===== src/hw/rtl/mbri_pkg.sv =====
// Shared types, codes and the CRC-16 step for the Modbus read-input slave.
package mbri_pkg;

   // Request item commands
   localparam logic [1:0] CMD_RX_BYTE   = 2'd0;
   localparam logic [1:0] CMD_GAP       = 2'd1;
   localparam logic [1:0] CMD_STORE_WR  = 2'd2;

   localparam logic [7:0]  FUNC_READ_INPUT = 8'h04;
   localparam logic [15:0] CRC_INIT        = 16'hFFFF;
   localparam logic [15:0] CRC_POLY        = 16'hA001;

   localparam int REQ_LEN       = 8;
   localparam int COUNT_SAT     = 31;
   localparam int COUNT_W       = 5;   // register count, at most 31; the front end limits it to MAX_READ_REGS
   localparam int INDEX_W       = 5;
   localparam int QUEUE_DEPTH   = 4;

   localparam int DEF_STORE_BYTES   = 32;
   localparam int DEF_MAX_READ_REGS = 13;

   // Job handed from front to back
   typedef struct packed {
      logic               is_reply;   // 1 reply job, 0 store write
      logic [7:0]         addr;       // slave address echoed in the reply
      logic [15:0]        start;      // first register
      logic [COUNT_W-1:0] count;      // registers to read
      logic [INDEX_W-1:0] index;      // store write position
      logic [7:0]         data;       // store write data
   } job_type;

   // One byte through the Modbus CRC-16, LSB first
   function automatic logic [15:0] crc_step(input logic [15:0] crc, input logic [7:0] b);
      logic [15:0] c;
      c = crc ^ {8'h00, b};
      for (int i = 0; i < 8; i++) begin
         if (c[0]) begin
            c = (c >> 1) ^ CRC_POLY;
         end else begin
            c = c >> 1;
         end
      end
      return c;
   endfunction

endpackage


===== src/hw/rtl/mbri_front.sv =====
// Front end: collects request bytes, checks the frame and queues jobs.
module mbri_front
   import mbri_pkg::*;
#(
   parameter int STORE_BYTES   = DEF_STORE_BYTES,
   parameter int MAX_READ_REGS = DEF_MAX_READ_REGS
) (
   input  logic               clock,
   input  logic               reset,
   input  logic               req_push,
   output logic               req_full,
   input  logic [1:0]         req_cmd,
   input  logic [7:0]         req_data_byte,
   input  logic [INDEX_W-1:0] req_store_index,
   input  logic [7:0]         slave_address,
   input  logic               q_full,
   output logic               q_push,
   output job_type            q_job
);

   logic [7:0]  frame_ff [REQ_LEN];
   logic [4:0]  count_ff, count_in;
   logic [15:0] crc_ff, crc_in;
   logic        accept;
   logic        frame_ok;
   logic        index_ok;

   assign req_full = q_full;
   assign accept   = req_push && !q_full;

   // Request check at the gap
   assign frame_ok = (count_ff == 5'(REQ_LEN))
                  && (frame_ff[0] == slave_address)
                  && (frame_ff[1] == FUNC_READ_INPUT)
                  && (frame_ff[6] == crc_ff[7:0])
                  && (frame_ff[7] == crc_ff[15:8])
                  && ({frame_ff[4], frame_ff[5]} <= 16'(MAX_READ_REGS));

   assign index_ok = 9'(req_store_index) < 9'(STORE_BYTES);

   // Classify the transfer and build the job
   always_comb begin
      count_in       = count_ff;
      crc_in         = crc_ff;
      q_push         = 1'b0;
      q_job.is_reply = (req_cmd == CMD_GAP);
      q_job.addr     = slave_address;
      q_job.start    = {frame_ff[2], frame_ff[3]};
      q_job.count    = frame_ff[5][COUNT_W-1:0];
      q_job.index    = req_store_index;
      q_job.data     = req_data_byte;
      if (accept) begin
         unique case (req_cmd)
            CMD_RX_BYTE: begin
               if (count_ff < 5'd6) crc_in = crc_step(crc_ff, req_data_byte);
               if (count_ff < 5'(COUNT_SAT)) count_in = count_ff + 5'd1;
            end
            CMD_GAP: begin
               count_in = '0;
               crc_in   = CRC_INIT;
               q_push   = frame_ok;
            end
            CMD_STORE_WR: begin
               q_push = index_ok;
            end
            default: begin
            end
         endcase
      end
   end

   always_ff @(posedge clock) begin
      if (reset) begin
         count_ff <= '0;
         crc_ff   <= CRC_INIT;
      end else begin
         count_ff <= count_in;
         crc_ff   <= crc_in;
      end
   end

   // Frame bytes hold the first REQ_LEN received bytes, address and CRC included
   always_ff @(posedge clock) begin
      if (accept && req_cmd == CMD_RX_BYTE && count_ff < 5'(REQ_LEN)) begin
         frame_ff[count_ff[2:0]] <= req_data_byte;
      end
   end

endmodule


===== src/hw/rtl/mbri_queue.sv =====
// Short job queue between the front end and the reply sequencer.
module mbri_queue
   import mbri_pkg::*;
(
   input  logic    clock,
   input  logic    reset,
   input  logic    push,
   input  job_type push_job,
   output logic    full,
   input  logic    pop,
   output job_type pop_job,
   output logic    empty
);

   localparam int PW = $clog2(QUEUE_DEPTH);
   localparam int CW = $clog2(QUEUE_DEPTH + 1);

   job_type         slot_ff [QUEUE_DEPTH];
   logic [PW-1:0]   wr_ptr_ff, wr_ptr_in;
   logic [PW-1:0]   rd_ptr_ff, rd_ptr_in;
   logic [CW-1:0]   fill_ff, fill_in;
   logic            do_push, do_pop;

   assign full    = (fill_ff == CW'(QUEUE_DEPTH));
   assign empty   = (fill_ff == '0);
   assign do_push = push && !full;
   assign do_pop  = pop && !empty;
   assign pop_job = slot_ff[rd_ptr_ff];

   // Pointer and fill update
   always_comb begin
      wr_ptr_in = do_push ? wr_ptr_ff + PW'(1) : wr_ptr_ff;
      rd_ptr_in = do_pop  ? rd_ptr_ff + PW'(1) : rd_ptr_ff;
      fill_in   = fill_ff;
      if (do_push && !do_pop) fill_in = fill_ff + CW'(1);
      if (do_pop && !do_push) fill_in = fill_ff - CW'(1);
   end

   always_ff @(posedge clock) begin
      if (reset) begin
         wr_ptr_ff <= '0;
         rd_ptr_ff <= '0;
         fill_ff   <= '0;
      end else begin
         wr_ptr_ff <= wr_ptr_in;
         rd_ptr_ff <= rd_ptr_in;
         fill_ff   <= fill_in;
      end
   end

   always_ff @(posedge clock) begin
      if (do_push) slot_ff[wr_ptr_ff] <= push_job;
   end

endmodule


===== src/hw/rtl/mbri_back.sv =====
// Back end: register store, reply sequencer and result register.
module mbri_back
   import mbri_pkg::*;
#(
   parameter int STORE_BYTES   = DEF_STORE_BYTES,
   parameter int MAX_READ_REGS = DEF_MAX_READ_REGS
) (
   input  logic       clock,
   input  logic       reset,
   input  logic       q_empty,
   input  job_type    q_job,
   output logic       q_pop,
   output logic       rsp_empty,
   input  logic       rsp_pop,
   output logic [7:0] rsp_tx_byte,
   output logic       rsp_last
);

   localparam int AW   = $clog2(STORE_BYTES);
   localparam int NB_W = $clog2(2 * MAX_READ_REGS + 1);
   localparam int PSW  = 18;

   localparam logic [2:0] S_IDLE = 3'd0;
   localparam logic [2:0] S_ADDR = 3'd1;
   localparam logic [2:0] S_FUNC = 3'd2;
   localparam logic [2:0] S_BCNT = 3'd3;
   localparam logic [2:0] S_RD   = 3'd4;
   localparam logic [2:0] S_DATA = 3'd5;
   localparam logic [2:0] S_CRCL = 3'd6;
   localparam logic [2:0] S_CRCH = 3'd7;

   logic [7:0]             mem [STORE_BYTES];
   logic [STORE_BYTES-1:0] valid_ff;
   logic [7:0]             rdata_ff;
   logic                   rvalid_ff;

   logic [2:0]      state_ff, state_in;
   logic [PSW-1:0]  pos_ff, pos_in;
   logic [NB_W-1:0] cnt_ff, cnt_in;
   logic [7:0]      addr_ff, addr_in;
   logic [15:0]     crc_ff, crc_in;

   logic            out_valid_ff, out_valid_in;
   logic [7:0]      out_byte_ff, out_byte_in;
   logic            out_last_ff, out_last_in;

   logic            out_free;
   logic            emit;
   logic [7:0]      emit_byte;
   logic            mem_wr;
   logic [AW-1:0]   waddr;
   logic [AW-1:0]   raddr;
   logic            rd_in_range;

   assign out_free    = !out_valid_ff || rsp_pop;
   assign rsp_empty   = !out_valid_ff;
   assign rsp_tx_byte = out_byte_ff;
   assign rsp_last    = out_last_ff;

   assign waddr       = AW'(q_job.index);
   assign raddr       = pos_ff[AW-1:0];
   assign rd_in_range = pos_ff < PSW'(STORE_BYTES);

   // Reply sequencer
   always_comb begin
      state_in  = state_ff;
      pos_in    = pos_ff;
      cnt_in    = cnt_ff;
      addr_in   = addr_ff;
      crc_in    = crc_ff;
      q_pop     = 1'b0;
      mem_wr    = 1'b0;
      emit      = 1'b0;
      emit_byte = 8'h00;
      unique case (state_ff)
         S_IDLE: begin
            if (!q_empty) begin
               q_pop = 1'b1;
               if (q_job.is_reply) begin
                  pos_in   = {1'b0, q_job.start, 1'b0};
                  cnt_in   = NB_W'({q_job.count, 1'b0});
                  addr_in  = q_job.addr;
                  crc_in   = CRC_INIT;
                  state_in = S_ADDR;
               end else begin
                  mem_wr = 1'b1;
               end
            end
         end
         S_ADDR: begin
            emit_byte = addr_ff;
            if (out_free) begin
               emit     = 1'b1;
               state_in = S_FUNC;
            end
         end
         S_FUNC: begin
            emit_byte = FUNC_READ_INPUT;
            if (out_free) begin
               emit     = 1'b1;
               state_in = S_BCNT;
            end
         end
         S_BCNT: begin
            emit_byte = 8'(cnt_ff);
            if (out_free) begin
               emit     = 1'b1;
               state_in = (cnt_ff == '0) ? S_CRCL : S_RD;
            end
         end
         S_RD: begin
            // read issued from pos_ff, data lands next cycle
            state_in = S_DATA;
         end
         S_DATA: begin
            emit_byte = rvalid_ff ? rdata_ff : 8'h00;
            if (out_free) begin
               emit     = 1'b1;
               pos_in   = pos_ff + PSW'(1);
               cnt_in   = cnt_ff - NB_W'(1);
               state_in = (cnt_ff == NB_W'(1)) ? S_CRCL : S_RD;
            end
         end
         S_CRCL: begin
            emit_byte = crc_ff[7:0];
            if (out_free) begin
               emit     = 1'b1;
               state_in = S_CRCH;
            end
         end
         S_CRCH: begin
            emit_byte = crc_ff[15:8];
            if (out_free) begin
               emit     = 1'b1;
               state_in = S_IDLE;
            end
         end
         default: begin
            state_in = S_IDLE;
         end
      endcase
      // running CRC over header and data bytes
      if (emit && state_ff != S_CRCL && state_ff != S_CRCH) begin
         crc_in = crc_step(crc_ff, emit_byte);
      end
   end

   // Result register
   always_comb begin
      out_valid_in = out_valid_ff;
      out_byte_in  = out_byte_ff;
      out_last_in  = out_last_ff;
      if (rsp_pop) out_valid_in = 1'b0;
      if (emit) begin
         out_valid_in = 1'b1;
         out_byte_in  = emit_byte;
         out_last_in  = (state_ff == S_CRCH);
      end
   end

   always_ff @(posedge clock) begin
      if (reset) begin
         state_ff     <= S_IDLE;
         out_valid_ff <= 1'b0;
         valid_ff     <= '0;
      end else begin
         state_ff     <= state_in;
         out_valid_ff <= out_valid_in;
         if (mem_wr) valid_ff[waddr] <= 1'b1;
      end
   end

   always_ff @(posedge clock) begin
      pos_ff      <= pos_in;
      cnt_ff      <= cnt_in;
      addr_ff     <= addr_in;
      crc_ff      <= crc_in;
      out_byte_ff <= out_byte_in;
      out_last_ff <= out_last_in;
   end

   // Register store, registered read; unwritten entries read as zero
   always_ff @(posedge clock) begin
      if (mem_wr) mem[waddr] <= q_job.data;
      rdata_ff  <= mem[raddr];
      rvalid_ff <= rd_in_range && valid_ff[raddr];
   end

endmodule


===== src/hw/rtl/modbus_rtu_read_input_slave_unit.sv =====
// Top level of the Modbus RTU read-input-registers slave.
// After a frame gap, when the sequencer is idle, the reply job passes the job queue,
//   then the sequencer and the result register before the first reply byte shows.
// Throughput: one request item per cycle while the job queue has room; reply bytes
//   go out one per cycle for the header and CRC while rsp_pop takes them; each store
//   data byte waits for a registered store read, then goes to the result register.
// Reset (synchronous, active high): frame count cleared, queue and sequencer empty,
//   store reads as zero, slave address 1.
module modbus_rtu_read_input_slave_unit
   import mbri_pkg::*;
#(
   parameter int STORE_BYTES   = DEF_STORE_BYTES,
   parameter int MAX_READ_REGS = DEF_MAX_READ_REGS
) (
   input  logic               clock,
   input  logic               reset,
   input  logic               req_push,
   output logic               req_full,
   input  logic [1:0]         req_cmd,
   input  logic [7:0]         req_data_byte,
   input  logic [INDEX_W-1:0] req_store_index,
   output logic               rsp_empty,
   input  logic               rsp_pop,
   output logic [7:0]         rsp_tx_byte,
   output logic               rsp_last,
   input  logic               csr_valid,
   output logic               csr_ready,
   input  logic [7:0]         csr_data
);

   logic [7:0] slave_address_ff;
   logic       q_full, q_empty, q_push, q_pop;
   job_type    push_job, pop_job;

   // Slave address register, always ready
   assign csr_ready = 1'b1;

   always_ff @(posedge clock) begin
      if (reset) begin
         slave_address_ff <= 8'd1;
      end else if (csr_valid && csr_ready) begin
         slave_address_ff <= csr_data;
      end
   end

   mbri_front #(
      .STORE_BYTES   (STORE_BYTES),
      .MAX_READ_REGS (MAX_READ_REGS)
   ) u_front (
      .clock           (clock),
      .reset           (reset),
      .req_push        (req_push),
      .req_full        (req_full),
      .req_cmd         (req_cmd),
      .req_data_byte   (req_data_byte),
      .req_store_index (req_store_index),
      .slave_address   (slave_address_ff),
      .q_full          (q_full),
      .q_push          (q_push),
      .q_job           (push_job)
   );

   mbri_queue u_queue (
      .clock    (clock),
      .reset    (reset),
      .push     (q_push),
      .push_job (push_job),
      .full     (q_full),
      .pop      (q_pop),
      .pop_job  (pop_job),
      .empty    (q_empty)
   );

   mbri_back #(
      .STORE_BYTES   (STORE_BYTES),
      .MAX_READ_REGS (MAX_READ_REGS)
   ) u_back (
      .clock       (clock),
      .reset       (reset),
      .q_empty     (q_empty),
      .q_job       (pop_job),
      .q_pop       (q_pop),
      .rsp_empty   (rsp_empty),
      .rsp_pop     (rsp_pop),
      .rsp_tx_byte (rsp_tx_byte),
      .rsp_last    (rsp_last)
   );

endmodule

===== config.mk =====
export PLATFORM = sky130hd
export DESIGN_NAME = modbus_rtu_read_input_slave_unit
export DESIGN_NICKNAME = d
export VERILOG_FILES = /design/src/hw/rtl/mbri_pkg.sv /design/src/hw/rtl/mbri_front.sv /design/src/hw/rtl/mbri_queue.sv /design/src/hw/rtl/mbri_back.sv /design/src/hw/rtl/modbus_rtu_read_input_slave_unit.sv
export SDC_FILE = /design/constraint.sdc
export NUM_CORES = 1
export LEC_CHECK = 0
export ABC_AREA = 0
export BUFFER_PORTS_ARGS = -buffer_cell sky130_fd_sc_hd__buf_4
export CAP_MARGIN = 20
export CORE_AREA = 2 2 215 217
export DETAILED_ROUTE_END_ITERATION = 7
export DIE_AREA = 0 0 217 219
export GPL_ROUTABILITY_DRIVEN = 0
export PLACE_DENSITY = 0.71
export SLEW_MARGIN = 20
export SYNTH_ARGS = -nofsm -noshare
export SYNTH_HDL_FRONTEND = slang
export SYNTH_SLANG_ARGS = --single-unit

===== constraint.sdc =====
create_clock -name clock -period 4 [get_ports clock]
set_clock_uncertainty 0.2 [all_clocks]
set_input_delay 0.6 -clock clock [delete_from_list [all_inputs] [get_ports clock]]
set_output_delay 0.6 -clock clock [all_outputs]
set_load 0.005 [all_outputs]

==> summary.md, run 1 <==
| Metric | Value |
|---|---|
| Yosys top cell by area | `edfxtp_1` |
| CTS Buf Count | `59` |
| # Post-CTS Setup Buffers | `0` |
| Dominant cells by area after synthesis | `edfxtp_1, mux4_2, dfxtp_1` |
| Worst Path Max Fanout | `20` |
| Final hold viol count | `0` |
| Max-cap violations | `0` |
| N_diodes | `0` |
| Clock slew at reported path FFs | `0.06 ns` |
| Final worst path period need | `3.29 ns` |
| Post-DP HPWL | `31.0 mm` |
| Synthesized netlist cell count | `1458` |
| Num rows | `78` |
| Vias in the first global route | `12857` |
| R2R cell count | `8` |
| Number of antenna violations at the first check in global routing | `0` |
| First-pass GRT wire length | `77.0 mm` |
| EDFF count, synth | `544` |
| Max frequency | `0.304 GHz` |
| First-pass DRT Iterations | `7` |
| Total Wirelength | `50.8 mm` |
| Worst Setup Slack, final | `0.713 ns` |
| Static leakage | `0.00923 uW` |
| Final #Nets | `1604` |
| Setup TNS after final layout | `0 ns` |
| CTS H-tree lvls | `2` |
| Area Overhead vs Synth | `13.6%` |
| Post-Syn Area | `24700 sq um` |
| DIE WIDTH | `217 microns` |
| Pre-CTS setup slack | `0.401 ns` |
| Total core area | `45100 sq um` |
| Hold WC Path Type | `in -> reg` |
| Share of cells above drive strength 1 | `0.195` |
| Fin crit share | `0.822` |
| Clk Latency, worst-skew pair | `0.63 ns` |
| Initial Util | `0.547` |
| Worst setup path category | `reg -> reg` |
| GRT Total Usage | `0.218` |
| Top cell type's share of synthesized area | `0.662` |
| Routed Antenna Nets | `0` |
| Via Count | `12932` |
| Most frequent cell after synthesis | `edfxtp_1` |
| Min-Delay Endpoint | `slave_address_ff[6]` |
| Total clock sinks | `627` |
| Initial DRC count | `1301` |
| Normalized max-slew margin | `0.408` |
| Total grt overflow | `0` |
| Ports | `40` |
| CP Capture Type | `flip-flop` |
| Routed wire length per instance | `23.0 microns` |
| RSZ-0062 raised after global routing | `false` |
| Outcome | `completed` |
| CTS Buffer Depth | `3` |
| R2r setup slk | `0.71 ns` |
| Data arrival, critical path | `3.43 ns` |
| YS warnings | `0` |
| Main flop type after synthesis | `edfxtp_1` |
| Final Setup Violations | `0` |
| Startpoint type of the worst setup path | `flip-flop` |
| Via density | `5.85` |
| Tot Pwr | `16600 uW` |
| DRC viols | `0` |
| Hold path startpoint | `csr_data[6]` |
| Synth top cells by count | `edfxtp_1, nor2_1, mux4_2` |
| Port buffer count | `38` |
| CTS tree | `done` |
| Worst reg2reg startpoint | `u_back.state_ff[0]` |
| Pin count of the biggest net entering global routing | `57` |
| Pwr Density | `593 nW/um^2` |
| WP data required | `4.14 ns` |
| Tightest Pin Transition | `0.887 ns` |
| Library cells used by synthesis | `58` |
| Max Slew Vio Count | `0` |
| Sequential-to-total area share from yosys stat | `0.729` |
| Synth async-reset ratio | `0` |
| Reg-to-Reg End | `u_back.crc_ff[15]` |
| Avg Cell Area, Syn | `16.9 sq um` |
| DIE AREA | `47500 sq um` |
| Synthesized Nets | `1501` |
| Die height | `219 microns` |
| Hold path cells | `3` |
| Worst vdd ir | `0.386 mV` |
| #FFs+latches synth | `627` |
| Root buf cell | `clkbuf_16` |
==> kinds of logic after synthesis <==
| kind of cell | count (synthesis) | share of synthesized area |
|---|---|---|
| AOI/OAI and AO/OA | 120 | 0.0325 |
| xor gates and xnor gates | 96 | 0.0364 |
| adders and majority gates | 15 | 0.00791 |
| buffers and inverters | 84 | 0.0146 |
| DFF | 627 | 0.729 |
| muxes | 169 | 0.116 |
| other | 1 | 0.000152 |
| and+or+nand+nor | 346 | 0.0630 |
==> per-stage QoR <==
| stage | cell area, sq um | hold WS [ns] | util | instances |
|---|---|---|---|---|
| 6_report | 28000 | 0.0462 | 0.622 | 2212 |
| 5_1_grt | 28000 | 0.0366 | 0.622 | 2212 |
| 4_1_cts | 28000 | 0.0107 | 0.621 | 2212 |
| 3_5_place_dp | 26000 | 0.256 | 0.576 | 2091 |
| 3_3_place_gp | 26000 | 0.243 | 0.576 | 2091 |
| 2_1_floorplan | 24700 | 0.235 | - | 1458 |
==> worst max path at each step <==
| stage | start | to | depth (start not counted) |
|---|---|---|---|
| 2_1_floorplan | req_cmd[1] | u_queue.slot_ff[0][0] | 8 |
| 6_report | u_back.state_ff[0] | u_back.crc_ff[15] | 8 |
| 4_1_cts | u_back.state_ff[0] | u_back.crc_ff[15] | 8 |
| 3_5_place_dp | req_cmd[1] | u_queue.fill_ff[2] | 15 |
| 3_3_place_gp | req_cmd[1] | u_queue.fill_ff[2] | 15 |
| 5_1_grt | u_front.count_ff[1] | u_queue.fill_ff[2] | 13 |
==> cell type report <==
class,instances,area [sq um]
Sequential cell,627,18000
Fill cell,3216,17100
Multi-Input combinational cell,747,6340
Clock buffer,76,1560
Timing Repair Buffer,107,913
Tap cell,600,751
Clock inverter,36,397
Inverter,19,71.3
==> registers in the layout, indices dropped and copies added, names as in the netlist, named ones only <==
| register | count |
|---|---|
| slave_address_ff | 8 |
| u_back.addr_ff | 8 |
| u_back.cnt_ff | 5 |
| u_back.crc_ff | 16 |
| u_back.mem | 256 |
| u_back.out_valid_ff | 1 |
| u_back.pos_ff | 18 |
| u_back.rdata_ff | 8 |
| u_back.rsp_last | 1 |
| u_back.rsp_tx_byte | 8 |
| u_back.rvalid_ff | 1 |
| u_back.state_ff | 3 |
| u_back.valid_ff | 32 |
| u_front.count_ff | 5 |
| u_front.crc_ff | 16 |
| u_front.frame_ff | 64 |
| u_queue.fill_ff | 3 |
| u_queue.rd_ptr_ff | 2 |
| u_queue.slot_ff | 168 |
| u_queue.wr_ptr_ff | 2 |
==> power by group <==
| part | leakage, uW | total [uW] | switching (uW) | internal [uW] |
|---|---|---|---|---|
| combinational | 0.00271 | 2990 | 1750 | 1250 |
| clock | 0.000947 | 5620 | 2350 | 3270 |
| sequential | 0.00557 | 8020 | 309 | 7710 |
==> layer usage <==
metal  track usage  vias up  wire, microns
met5             0        -              0
met4        0.0758        0           1580
met3        0.0351       94           2670
met2         0.346      385          24200
met1         0.309     6642          22400
li1              -     5811              -
==> cell usage in the layout, fill, tap and decap left out, drive strengths merged, types with 3 or more instances in the layout <==
master,synthesis,layout
edfxtp,544,544
nor2,163,163
buf,27,98
mux4,92,92
dfxtp,83,83
nand2,78,78
clkbuf,38,76
mux2i,60,60
xor2,58,58
o21ai,47,47
xnor2,37,37
o221ai,30,30
inv,19,22
clkinv,0,22
nor3,21,21
mux2,17,17
a21oi,15,15
nand3,14,14
ha,14,14
nand2b,13,13
nor2b,11,11
nor4,11,11
nand4,9,9
dlygate4sd3,0,9
bufinv,0,8
o22ai,7,7
and2,6,6
a221o,5,5
a211oi,4,4
or3,3,3
a31oi,3,3
nor4b,3,3
clkinvlp,0,3
==> worst max-delay path, cell delays in order, from the launching register on <==
cell and delay [ns]:
dfxtp_1 0.85, mux2_1 0.38, a221o_2 0.40, xor2_2 0.18, xnor2_2 0.16, xnor2_1 0.21, xnor3_2 0.41, xor2_1 0.17
nand2_1 0.07
==> what timing repair did <==
action,in CTS,in global routing
setup endpoints to repair,0,0
hold endpoints to repair,24,0
resized for setup,0,0
hold buffers,9,0
Note: power is estimated with default switching activity, not from simulation.
==> run 2: changes to the inputs <==
PLACE_DENSITY = 0.74   (was 0.71)
clock period = 2.7 ns   (was 4 ns; I/O delays follow)
==> run 2 against run 1 <==
Net effect: the flow now finishes with violations (setup timing); flip-flop and latch count is the same; core utilization increased by 3.8 points; clock-buffer cell count is 5 higher; via count up 4.7%; wire length rose by 4.5%; cell count increased by 6.6%; die area did not move; critical endpoint is now u_queue.fill_ff[2]; highest routed layer unchanged.
==> summary.md, run 2 (synthesis gave the netlist of run 1 again) <==
| Metric | Value |
|---|---|
| Final #Nets | `1750 (+9.1%)` |
| Met3 usage | `0.0388 (+0.00374)` |
| Pwr Density | `878 nW/um^2 (+48%)` |
| Hold path cells | `5 (+2)` |
| GRT Total Usage | `0.228 (+0.0105)` |
| Filler cell count | `2975 (-7.5%)` |
| Worst Setup Slack, final | `-0.0674 ns (-0.781 ns)` |
| N_diodes | `0 (unchanged)` |
| Net Sw Power | `6800 uW (+54%)` |
| Initial Util | `0.547 (unchanged)` |
| Pre-CTS setup slack | `-0.240 ns (-0.641 ns)` |
| Hold WC Path Type | `in -> reg` |
| Fin crit share | `1.02 (+0.203)` |
| Ports | `40 (unchanged)` |
| CTS Buffer Depth | `3 (unchanged)` |
| Final worst path period need | `2.77 ns (-0.519 ns)` |
| Pin count of the biggest net entering global routing | `58 (+1.8%)` |
| Met1 usage | `0.311 (+0.00144)` |
| Dpl cell area | `27000 sq um (+4.1%)` |
| Via Count | `13540 (+4.7%)` |
| DIE AREA | `47500 sq um (unchanged)` |
| Routed Antenna Nets | `0 (unchanged)` |
| Top reg by flops | `u_back.mem` |
| Largest stage delay, worst path | `0.38 ns (-0.47 ns)` |
| Comb pwr share | `0.213 (+0.033)` |
| Global route hottest layer | `met2` |
| Root buf cell | `clkbuf_16` |
| DIE WIDTH | `217 microns (unchanged)` |
| Via density | `5.74 (-1.8%)` |
| R2R cell count | `12 (+4)` |
| Worst path cell trace | `xor2_1 -> nor4_1 -> nand4_1 -> nor4_1 -> o2111a_2 -> inv_2 -> ha_4 -> inv_2 -> fa_2 -> xor2_1 -> or3_1 -> a21oi_1` |
| Data arrival, critical path | `3.11 ns (-0.32 ns)` |
| Met2 usage | `0.373 (+0.0269)` |
| Sequential power share | `0.450 (-0.032)` |
| Violated checks | `setup timing` |
| Share of cells above drive strength 1 | `0.271 (+0.0754)` |
| Startpoint type of the worst setup path | `flip-flop` |
| Num rows | `78 (unchanged)` |
| Worst vdd ir | `0.745 mV (+93%)` |
| RSZ-0062 raised after global routing | `true` |
| Max-cap violations | `0 (unchanged)` |
| Final hold viol count | `0 (unchanged)` |
| Vias in the first global route | `13869 (+7.9%)` |
| Area Overhead vs Synth | `20.4%` |
| R2r setup slk | `-0.07 ns (-0.78 ns)` |
| Final Setup Violations | `4 (+4)` |
| Final Cell Area | `29700 sq um (+6.0%)` |
| Total Wirelength | `53.1 mm (+4.5%)` |
| CTS H-tree lvls | `2 (unchanged)` |
| DRC viols | `0 (unchanged)` |
| Post-DP HPWL | `32.8 mm (+5.8%)` |
| Tightest Pin Transition | `0.720 ns (-0.168 ns)` |
| Internal | `19300 uW (+58%)` |
| Max Slew Vio Count | `0 (unchanged)` |
| Multi-input combinational cell area | `6500 sq um (+2.6%)` |
| Routed wire length per instance | `22.5 microns (-2.0%)` |
| CTS Buf Count | `60 (+1.7%)` |
| Reg area | `18000 sq um (about the same)` |
| Max frequency | `0.361 GHz (+19%)` |
| Total core area | `45100 sq um (unchanged)` |
| WP data required | `3.04 ns (-1.10 ns)` |
| Clk Latency, worst-skew pair | `0.62 ns (about the same)` |
| Outcome | `finished, violations left` |
| First-pass GRT wire length | `81.8 mm (+6.3%)` |
| Die height | `219 microns (unchanged)` |
| Total grt overflow | `0 (unchanged)` |
| Normalized max-slew margin | `0.520 (+0.112)` |
| Clock slew at reported path FFs | `0.06 ns (about the same)` |
| Number of antenna violations at the first check in global routing | `0 (unchanged)` |
| Sw Share | `0.261 (-0.00425)` |
| Most frequent cells in the layout | `edfxtp_1, buf_4, nor2_1` |
| Port buffer count | `38 (unchanged)` |
| Total clock sinks | `627 (unchanged)` |
| Worst setup path category | `reg -> reg` |
| Clock power frac | `0.337 (about the same)` |
| CTS tree | `done` |
| CP Capture Type | `flip-flop` |
| Largest register FFs | `256 (unchanged)` |
| Most common library cell in the layout ignoring fill and taps | `edfxtp_1` |
| Initial DRC count | `1356 (+4.2%)` |
| Crit path max-delay cell type | `edfxtp_1` |
| First-pass DRT Iterations | `5 (-2)` |
| Worst Path Max Fanout | `2 (-90%)` |
| Static leakage | `0.0101 uW (+9.5%)` |
## run 2: layer usage
layer,wire (microns),share of wire
met3,3130,0.059
met2,26000,0.49
met1,22200,0.42
met4,1690,0.032
met5,0,0
## run 2: path summary, 6_finish.rpt
kind                                              from                   to
worst min-delay path                           rsp_pop  u_back.out_valid_ff
worst max-delay path            u_front.frame_ff[7][0]   u_queue.fill_ff[2]
worst min register to register     u_back.valid_ff[30]  u_back.valid_ff[30]
worst max register to register  u_front.frame_ff[7][0]   u_queue.fill_ff[2]
## run 2: timing repair
item	in CTS	in global routing
pin swaps	21	12
cloned	0	0
gates resized for setup	16	16
hold buffers	29	0
buffers inserted	11	4
endpoints found under the hold margin	124	0
setup endpoints to repair	305	289
## run 2: cell type report
| class | instances | area share |
|---|---|---|
| sequential | 627 | 0.606 |
| clock inverter | 32 | 0.0144 |
| timing repair buffer | 252 | 0.0772 |
| inverter | 19 | 0.00240 |
| multi-input combinational | 747 | 0.219 |
| clock buffer | 81 | 0.0563 |
| tap | 600 | 0.0253 |
## run 2: metrics by stage
step	setup TNS, ns	total power [uW]	hold slack, ns	cells	utilization
2_1_floorplan	0	15000	0.235	1458	-
3_3_place_gp	-0.379	16900	0.244	2202	0.600
3_5_place_dp	-10.78	17000	0.254	2202	0.600
4_1_cts	-0.250	26000	0.0584	2355	0.657
5_1_grt	-9.76	27000	0.120	2358	0.659
6_report	-0.157	26100	0.0916	2358	0.659
## run 2: power groups by stage
stage	logic [uW]	registers (uW)	clock network [uW]
finish	5560	11700	8800
global route	5940	11800	9290
CTS	5340	11700	8950
detailed placement	5070	11900	0
global placement	4970	11900	0
floorplan	3200	11800	0
## run 2: critical path: cells and delay by family, from the launching register on
kind / cells / cell delay, ns
and+or+nand+nor: 4 / 1.05
adders and majority gates: 2 / 0.34
xor gates and xnor gates: 2 / 0.22
AOI/OAI and AO/OA: 2 / 0.39
buffers and inverters: 2 / 0.11
DFF: 1 / 0.38
